--- src/rtl/core/gaussian_elimination_solver_core_assert.svh ---
// Assertion macros for the linear system solver core.
// Included by the controller and the top level; no other dependencies.
`ifndef GAUSSIAN_ELIMINATION_SOLVER_CORE_ASSERT_SVH
`define GAUSSIAN_ELIMINATION_SOLVER_CORE_ASSERT_SVH
`ifndef SYNTHESIS
`define GES_ASSERT(label, clk, rst_n, prop, msg) \
  label: assert property (@(posedge clk) disable iff (!rst_n) prop) else $error(msg);
`define GES_ASSERT_NR(label, clk, prop, msg) \
  label: assert property (@(posedge clk) prop) else $error(msg);
`else
`define GES_ASSERT(label, clk, rst_n, prop, msg)
`define GES_ASSERT_NR(label, clk, prop, msg)
`endif
`endif

--- src/rtl/core/ges_pkg.sv ---
// Shared types and constants for the linear system solver core.
// No dependencies.
`timescale 1ns / 1ps
`default_nettype none
package ges_pkg;
  localparam int unsigned MaxDimDefault   = 8;
  localparam int unsigned FracBitsDefault = 16;
  localparam int unsigned DataW           = 32;
  localparam int unsigned SizeW           = 4;
  localparam int unsigned IdxOutW         = 3;
  localparam logic [0:0]  RegSizeInUse    = 1'b0;

  // datapath operation codes
  typedef enum logic [2:0] {
    OP_NONE,
    OP_WRITE,   // store load element
    OP_RDPIV,   // read pivot a[k][k] into pivot register
    OP_FACTOR,  // read a[i][k], start divide by pivot
    OP_UPDATE,  // a[i][j] -= f * a[k][j]
    OP_BACCUM,  // acc += a[i][j] * x[j]
    OP_BROOT,   // start divide (rhs - acc) / pivot, store x[i]
    OP_EMIT     // read x[i] for output
  } op_e;

  typedef struct packed {
    op_e        op;
    logic [3:0] row;
    logic [3:0] col;
    logic [3:0] aux;     // k for update, i for emit
    logic [31:0] wdata;
  } cmd_t;

  typedef struct packed {
    logic busy;       // datapath op in flight or being issued
    logic piv_zero;   // pivot register holds zero
    logic [31:0] root;
  } stat_t;
endpackage
`default_nettype wire

--- src/rtl/core/ges_ctrl.sv ---
// Sequencer: load counting, elimination and back-substitution loops, emit.
// Depends on ges_pkg; issues commands to ges_datapath.
`timescale 1ns / 1ps
`default_nettype none
`include "gaussian_elimination_solver_core_assert.svh"
module ges_ctrl #(
  parameter int unsigned MaxDim = ges_pkg::MaxDimDefault
) (
  input  wire logic           clk_i,
  input  wire logic           rst_ni,
  input  wire logic           cfg_we_i,
  input  wire logic [3:0]     cfg_size_i,
  input  wire logic           in_valid_i,
  output logic                in_ready_o,
  input  wire logic [31:0]    in_data_i,
  output ges_pkg::cmd_t       cmd_o,
  input  wire ges_pkg::stat_t stat_i,
  output logic                out_valid_o,
  input  wire logic           out_ready_i,
  output logic [31:0]         out_root_o,
  output logic [2:0]          out_idx_o,
  output logic                out_last_o,
  output logic                out_sing_o
);
  localparam logic [3:0] S_LOAD = 4'd0, S_PIV = 4'd1, S_PIVW = 4'd2, S_FAC = 4'd3,
    S_FACW = 4'd4, S_UPD = 4'd5, S_UPDW = 4'd6, S_BPIV = 4'd7, S_BPIVW = 4'd8,
    S_BACC = 4'd9, S_BACCW = 4'd10, S_BRT = 4'd11, S_BRTW = 4'd12, S_EM = 4'd13,
    S_EMW = 4'd14, S_OUT = 4'd15;

  logic [3:0] st_q, st_d, n_q, n_d, r_q, r_d, c_q, c_d, k_q, k_d, i_q, i_d;
  logic sing_q, sing_d, issued_q, issued_d;
  logic [3:0] n_eff, cfg_n;
  logic [31:0] root_q, root_d;

  always_comb begin
    cfg_n = cfg_size_i;
    if (cfg_n == 4'd0) cfg_n = 4'd1;
    if (32'(cfg_n) > MaxDim) cfg_n = 4'(MaxDim);
  end
  assign n_eff = n_q;

  assign in_ready_o = (st_q == S_LOAD);

  always_comb begin
    st_d = st_q; n_d = n_q; r_d = r_q; c_d = c_q; k_d = k_q; i_d = i_q;
    sing_d = sing_q; issued_d = 1'b0; root_d = root_q;
    cmd_o = '0; cmd_o.op = ges_pkg::OP_NONE;
    if (cfg_we_i) begin
      n_d = cfg_n; r_d = '0; c_d = '0; sing_d = 1'b0; st_d = S_LOAD;
    end else begin
      unique case (st_q)
        S_LOAD: if (in_valid_i) begin
          cmd_o.op = ges_pkg::OP_WRITE; cmd_o.row = r_q; cmd_o.col = c_q;
          cmd_o.wdata = in_data_i;
          if (r_q == '0 && c_q == '0) sing_d = 1'b0;
          if (c_q == n_eff) begin
            c_d = '0;
            if (r_q == n_eff - 4'd1) begin
              r_d = '0; k_d = '0; st_d = S_PIV;
            end else r_d = r_q + 4'd1;
          end else c_d = c_q + 4'd1;
        end
        S_PIV: begin
          cmd_o.op = ges_pkg::OP_RDPIV; cmd_o.row = k_q; cmd_o.col = k_q;
          st_d = S_PIVW; issued_d = 1'b1;
        end
        S_PIVW: if (!issued_q && !stat_i.busy) begin
          if (stat_i.piv_zero || k_q + 4'd1 >= n_eff) begin
            if (stat_i.piv_zero) sing_d = 1'b1;
            if (k_q + 4'd1 >= n_eff) begin
              i_d = n_eff - 4'd1; st_d = S_BPIV;
            end else begin
              k_d = k_q + 4'd1; st_d = S_PIV;
            end
          end else begin
            i_d = k_q + 4'd1; st_d = S_FAC;
          end
        end
        S_FAC: begin
          cmd_o.op = ges_pkg::OP_FACTOR; cmd_o.row = i_q; cmd_o.col = k_q;
          st_d = S_FACW; issued_d = 1'b1; c_d = k_q;
        end
        S_FACW: if (!issued_q && !stat_i.busy) st_d = S_UPD;
        S_UPD: begin
          cmd_o.op = ges_pkg::OP_UPDATE; cmd_o.row = i_q; cmd_o.col = c_q;
          cmd_o.aux = k_q; st_d = S_UPDW; issued_d = 1'b1;
        end
        S_UPDW: if (!issued_q && !stat_i.busy) begin
          if (c_q == n_eff) begin
            if (i_q + 4'd1 >= n_eff) begin
              k_d = k_q + 4'd1; st_d = S_PIV;
            end else begin
              i_d = i_q + 4'd1; st_d = S_FAC;
            end
          end else begin
            c_d = c_q + 4'd1; st_d = S_UPD;
          end
        end
        S_BPIV: begin
          cmd_o.op = ges_pkg::OP_RDPIV; cmd_o.row = i_q; cmd_o.col = i_q;
          st_d = S_BPIVW; issued_d = 1'b1; c_d = i_q + 4'd1;
        end
        S_BPIVW: if (!issued_q && !stat_i.busy) begin
          if (stat_i.piv_zero) sing_d = 1'b1;
          st_d = (c_q < n_eff) ? S_BACC : S_BRT;
        end
        S_BACC: begin
          cmd_o.op = ges_pkg::OP_BACCUM; cmd_o.row = i_q; cmd_o.col = c_q;
          st_d = S_BACCW; issued_d = 1'b1;
        end
        S_BACCW: if (!issued_q && !stat_i.busy) begin
          c_d = c_q + 4'd1;
          st_d = (c_q + 4'd1 < n_eff) ? S_BACC : S_BRT;
        end
        S_BRT: begin
          cmd_o.op = ges_pkg::OP_BROOT; cmd_o.row = i_q; cmd_o.col = n_eff;
          st_d = S_BRTW; issued_d = 1'b1;
        end
        S_BRTW: if (!issued_q && !stat_i.busy) begin
          if (i_q == '0) st_d = S_EM;
          else begin
            i_d = i_q - 4'd1; st_d = S_BPIV;
          end
        end
        S_EM: begin
          cmd_o.op = ges_pkg::OP_EMIT; cmd_o.aux = i_q;
          st_d = S_EMW; issued_d = 1'b1;
        end
        S_EMW: if (!issued_q && !stat_i.busy) begin
          root_d = stat_i.root; st_d = S_OUT;
        end
        S_OUT: if (out_ready_i) begin
          if (i_q == n_eff - 4'd1) begin
            st_d = S_LOAD; r_d = '0; c_d = '0;
          end else begin
            i_d = i_q + 4'd1; st_d = S_EM;
          end
        end
        default: st_d = S_LOAD;
      endcase
    end
  end

  assign out_valid_o = (st_q == S_OUT);
  assign out_root_o  = root_q;
  assign out_idx_o   = i_q[2:0];
  assign out_last_o  = (i_q == n_eff - 4'd1);
  assign out_sing_o  = sing_q;

  always_ff @(posedge clk_i or negedge rst_ni) begin
    if (!rst_ni) begin
      st_q <= S_LOAD; n_q <= 4'(MaxDim > 8 ? 8 : MaxDim); r_q <= '0; c_q <= '0;
      k_q <= '0; i_q <= '0; sing_q <= 1'b0; issued_q <= 1'b0;
    end else begin
      st_q <= st_d; n_q <= n_d; r_q <= r_d; c_q <= c_d; k_q <= k_d; i_q <= i_d;
      sing_q <= sing_d; issued_q <= issued_d;
    end
  end
  always_ff @(posedge clk_i) root_q <= root_d;

  `GES_ASSERT(a_ready_load, clk_i, rst_ni, in_ready_o |-> !out_valid_o, "ready while emitting")
  `GES_ASSERT(a_out_hold, clk_i, rst_ni, (out_valid_o && !out_ready_i && !cfg_we_i) |=> $stable(out_root_o), "root changed under stall")
  `GES_ASSERT(a_n_range, clk_i, rst_ni, (n_q != 4'd0), "size is zero")
endmodule
`default_nettype wire

--- config.mk ---
export PLATFORM = sky130hd
export DESIGN_NAME = ges_ctrl
export DESIGN_NICKNAME = d
export VERILOG_FILES = /design/src/rtl/core/ges_pkg.sv /design/src/rtl/core/ges_ctrl.sv
export VERILOG_INCLUDE_DIRS = /design/src /design/src/rtl/core
export SDC_FILE = /design/constraint.sdc
export NUM_CORES = 1
export LEC_CHECK = 0
export BUFFER_PORTS_ARGS = -buffer_cell sky130_fd_sc_hd__clkbuf_2
export CAP_MARGIN = 0
export CORE_MARGIN = 3
export CORE_UTILIZATION = 51
export CTS_CLUSTER_DIAMETER = 150
export DETAILED_ROUTE_END_ITERATION = 6
export HOLD_SLACK_MARGIN = 0.06
export PLACE_DENSITY = 0.79
export SLEW_MARGIN = 20
export SYNTH_ARGS = -nofsm -noshare
export SYNTH_HDL_FRONTEND = slang
export SYNTH_SLANG_ARGS = --single-unit
--- constraint.sdc ---
create_clock -name clk_i -period 5.2 [get_ports clk_i]
set_clock_uncertainty 0.05 [all_clocks]
set_input_delay 1.04 -clock clk_i [delete_from_list [all_inputs] [get_ports clk_i]]
set_output_delay 1.04 -clock clk_i [all_outputs]
set_load 0.02 [all_outputs]
-- After elaboration in Yosys (flattened, before gate mapping)
Cells that the tools add are included.
Widths: inputs -> output; s select.
- multiplexer cells: 75
- bitwise logic cells: 1
- eq/ne operators: 48
- magnitude comparators: 5
- add/subtract/negate cells: 6
- reduce and logical (&&, ||, !) cells: 25
- operator list (cell ; number):
    $mux 4 ; 49
    $mux 32 ; 2
    $pmux 4 s16 ; 1
    $pmux 8 s6 ; 1
    $mux 47 ; 1
    $ne 3x3->1 const B ; 11
    $reduce_and 11->1 ; 3
    $eq 4x4->1 const B ; 8
    $pmux 4 s6 ; 1
    $ne 2x2->1 const B ; 11
    $pmux 3 s7 ; 1
    $logic_not 4->1 ; 5
    $add 4x1->4 const B ; 4
    $eq 4x3->1 const B ; 4
    $pmux 4 s2 ; 2
    $pmux 4 s4 ; 1
    $ne 3x2->1 const B ; 5
    $eq 4x4->1 ; 3
    $pmux 4 s3 ; 1
    $mux 1 ; 9
    $mux 9 ; 1
    $eq 4x2->1 const B ; 2
    $ge 4x4->1 ; 2
    $lt 4x4->1 ; 2
    other kinds (20) ; 30
- bits in registers: 58
- word-level logic and storage cells: 169
- output and inout bits: 86
- input bits: 75

-- Logic depth before layout (Yosys ltp)
- depth after elaboration: 7
- depth in mapped cells: 9
- mapped depth without buffers: 8

-- Worst setup path after synthesis
Ideal clock, no wire load.
- kind: in2reg
- start: input cfg_we_i
- end: register root_q[0], in the netlist out_root_o[0], enable pin
- data required time: 4649 ps
- stages: 3
- slack: 58 ps
- arrival: 4591 ps
- setup time: 501 ps
- buffers on the path: 2
- cell sequence: clkbuf_1 > buf_1 > nor4_1
- word-level cells in the longest chain between the ends: 2
- ends and longest elaborated chain (element ; RTL line ; source):
    start: declaration ; ges_ctrl.sv:11 ; input wire logic cfg_we_i,
    $not 1->1 (no line) ; n/a ;
    $reduce_and 3->1 (no line) ; n/a ;
    end signal: assignment ; ges_ctrl.sv:159 ; always_ff @(posedge clk_i) root_q <= root_d;
    end: declaration ; ges_ctrl.sv:33 ; logic [31:0] root_q, root_d;
Every way passes these cells.
A chain may end at the register's enable or synchronous reset.

==> results.md <==
- Rel. slew slack: 0.324
- Max Cap Viol: 0
- Min-delay worst type: reg2reg
- Critical path's largest stage delay: 0.33 ns
- Routed WL: about 14,000 um
- Via count: 4,374
- Setup CP Type: in2out
- Chip width: 98.4 um
- Largest family of logic cells by synthesized area: simple AND/OR/NAND/NOR gates
- Row count: 33
- Leak Pwr: 2.62 nW
- H-Tree Depth: 3
- Core Region: 8260 um^2
- Clock latency on the worst-skew pair: 0.35 ns
- Total GRT Usage: 0.284
- Unrepaired setup endpoints after global routing: false
- Vias/cell: roughly 6.0
- Initial antenna violation count: 0
- CTS tree: done
- Largest net degree at the start of global routing: 44
- Clock Path Buffers: 2
- Buffers & Inverters on Critical Path: 4
- Startpoint types: primary input
- Peak supply drop: 0.000153 V
- Root Driver: clkbuf_8
- Final Hold Fails: 0
- Synth Area in Adders: 0.0690
- First-pass GRT wire length: 22,000 um
- Gr ovfl total: 0
- XOR/XNOR Fraction of Synth Area: 0.0460
- Clock-pin slew on the worst setup and hold paths: 0.07 ns
- Ant. Diodes: 0
- FF+latch count, synth: just under 60
- Dominant cell type by area after synthesis: edfxtp_1
- Starting DRT DRC Count: 422
- Post-synthesis mux area share: 0.0374
- Post-synth EDFFs: 32
- Tmin final: 3.65 ns
- Register Area: between 1500 and 2000 um^2
- Synth Area per Inst: 9.28 um^2
- Sequential-to-total area share from yosys stat: 0.370
- Layout area overhead: 24.8%
- TritonCTS Buffers: 9
- Post-synth top area share: 0.221
- Final setup violation count: 0
- I/O Buffers: 160
- Total clock sinks: 58
- WP data required: 4.11 ns
- PD cells: 340 nW/um^2
- Share of cells above drive strength 1: 0.328
- Synth area leaders: edfxtp_1 22%, dfrtp_1 14%, ha_1 6.9%
- Status: complete, no violations
- Worst-path cell chain: clkbuf_2, inv_1, buf_4, nand2_1, a21oi_1, clkbuf_2
- Die H: roughly 98 um
- Highest clock rate: 0.274 GHz
- I/O pins: 161
- Most frequent cells in the layout: 160 x clkbuf_2, 40 x and3_1, 35 x nor2_1, 32 x edfxtp_1, 31 x nand2_1
- Slew @ Worst Pin: 1.01 ns
- CP Capture Type: output port
- Worst EP arrival: 2.56 ns
- Setup TNS: 0 ns
- Vias in the first global route: 4,150
- Fin util: 0.658
- Post-Synthesis Cell Area: 4350 um^2
- Most frequent CP cell: clkbuf_2
- Max-slew violation count: 0
- Cells after Synth: ~470
- Most common cell after layout, fill and taps aside: clkbuf_2
- First-pass iteration count of the detailed router: 7
- Critical-path top delay cell: buf_4
- DRC: 0
- Die area: 9680 um^2
- Yosys Warn Count: 0
- CP top delay family: buffers and inverters
- Count of cell types in the netlist: 70
- Initial core utilization: 0.527
- Avg WL per Cell: 19.0 um
- Period utilization: 0.702
- Number of fill cells: 718
- Multi-input logic area: around 2500 um^2
- Synth Area in Simple Gates: 0.237
- HPWL Detailed: between 10,000 and 15,000 um
- Compound-gate portion of the synthesized area: 0.183
- Main flop type after synthesis: edfxtp_1
- Post-CTS Setup Inserts: 0
- Resize count post-CTS: 0
- Synth async-reset ratio: 0.448
- Crit Path Max Fanout: 41
- Hold buffers post-CTS: 0
- Syn Nets: around 570
- GP Congestion: 0.988
- Final ANT Viol Nets: 0
- NumNets Final: 712
[path summary, 6_finish.rpt]
check                                  startpoint                endpoint  slack, ns  cells past startpoint
hold / removal             out_sing_o$_DFFE_PN0P_  out_sing_o$_DFFE_PN0P_       0.55                      2
setup / recovery                         cfg_we_i               cmd_o[41]       1.55                      6
setup reg to reg               i_q[0]$_DFFE_PN0P_      i_q[3]$_DFFE_PN0P_       2.02                      7
min in group asynchronous                  rst_ni      i_q[0]$_DFFE_PN0P_       0.67                      1
max in group asynchronous                  rst_ni     st_q[2]$_DFFE_PN0P_       3.97                      1
hold reg to reg            out_sing_o$_DFFE_PN0P_  out_sing_o$_DFFE_PN0P_       0.55                      2
[cell usage after synthesis (8+ instances only)]
cell type,instances
and3_1,40
nor2_1,35
edfxtp_1,32
nand2_1,31
dfrtp_1,25
a21oi_1,24
ha_1,24
o21ai_0,20
inv_1,19
nand3_1,15
clkbuf_1,14
mux2i_1,14
nand2b_1,14
a22oi_1,9
buf_2,9
o211ai_1,9
xor2_1,9
nor2b_1,8
[stage by stage]
step           power, mW  hold WS [ns]  std cells  cell area, um^2  setup WS [ns]
5_1_grt             1.96         0.577        723             5430           1.40
3_3_place_gp        1.29         0.527        706             5170           1.58
6_report            1.85         0.546        723             5430           1.55
4_1_cts             1.84         0.552        722             5420           1.05
3_5_place_dp        1.31         0.544        706             5170           1.43
2_1_floorplan       1.11         0.476        469             4350         0.0576
[worst min-delay path, cell delays in order (launching register included)]
cell and delay [ns]:
dfrtp_1 0.38, a21oi_1 0.12, a211oi_1 0.06
[cell type report]
class | count | share of cell area
Tap cell | 105 | 0.0242
Inverter | 21 | 0.0145
Clock buffer | 9 | 0.0228
Clock inverter | 7 | 0.0230
Timing Repair Buffer | 167 | 0.158
Sequential cell | 58 | 0.297
Multi-Input combinational cell | 356 | 0.460
[kinds of logic (layout without fill, tap and decap cells)]
family                     count (synthesis)  after routing
xor gates and xnor gates                  18             18
DFF                                       58             58
and+or+nand+nor                          188            188
muxes                                     16             16
adders and majority gates                 24             24
buffers and inverters                     55            204
AOI/OAI and AO/OA                        110            110
[state kept, by name, indices dropped and copies added, names as in the netlist]
signal / count
n_eff: 4
out_sing_o: 1
c_q: 4
k_q: 4
r_q: 4
i_q: 4
st_q: 4
issued_q: 1
out_root_o: 32
[per-layer routing]
layer | part of all wire | global-route usage
met5 | 0 | 0
met1 | 0.41 | 0.382
met3 | 0.096 | 0.0743
met2 | 0.46 | 0.444
met4 | 0.032 | 0.0998
[report_power, final]
group	total (mW)	internal [mW]	switching, mW
combinational	0.713	0.298	0.416
clock	0.522	0.322	0.199
sequential	0.614	0.522	0.0917
Power figures use the tool's default switching activity.
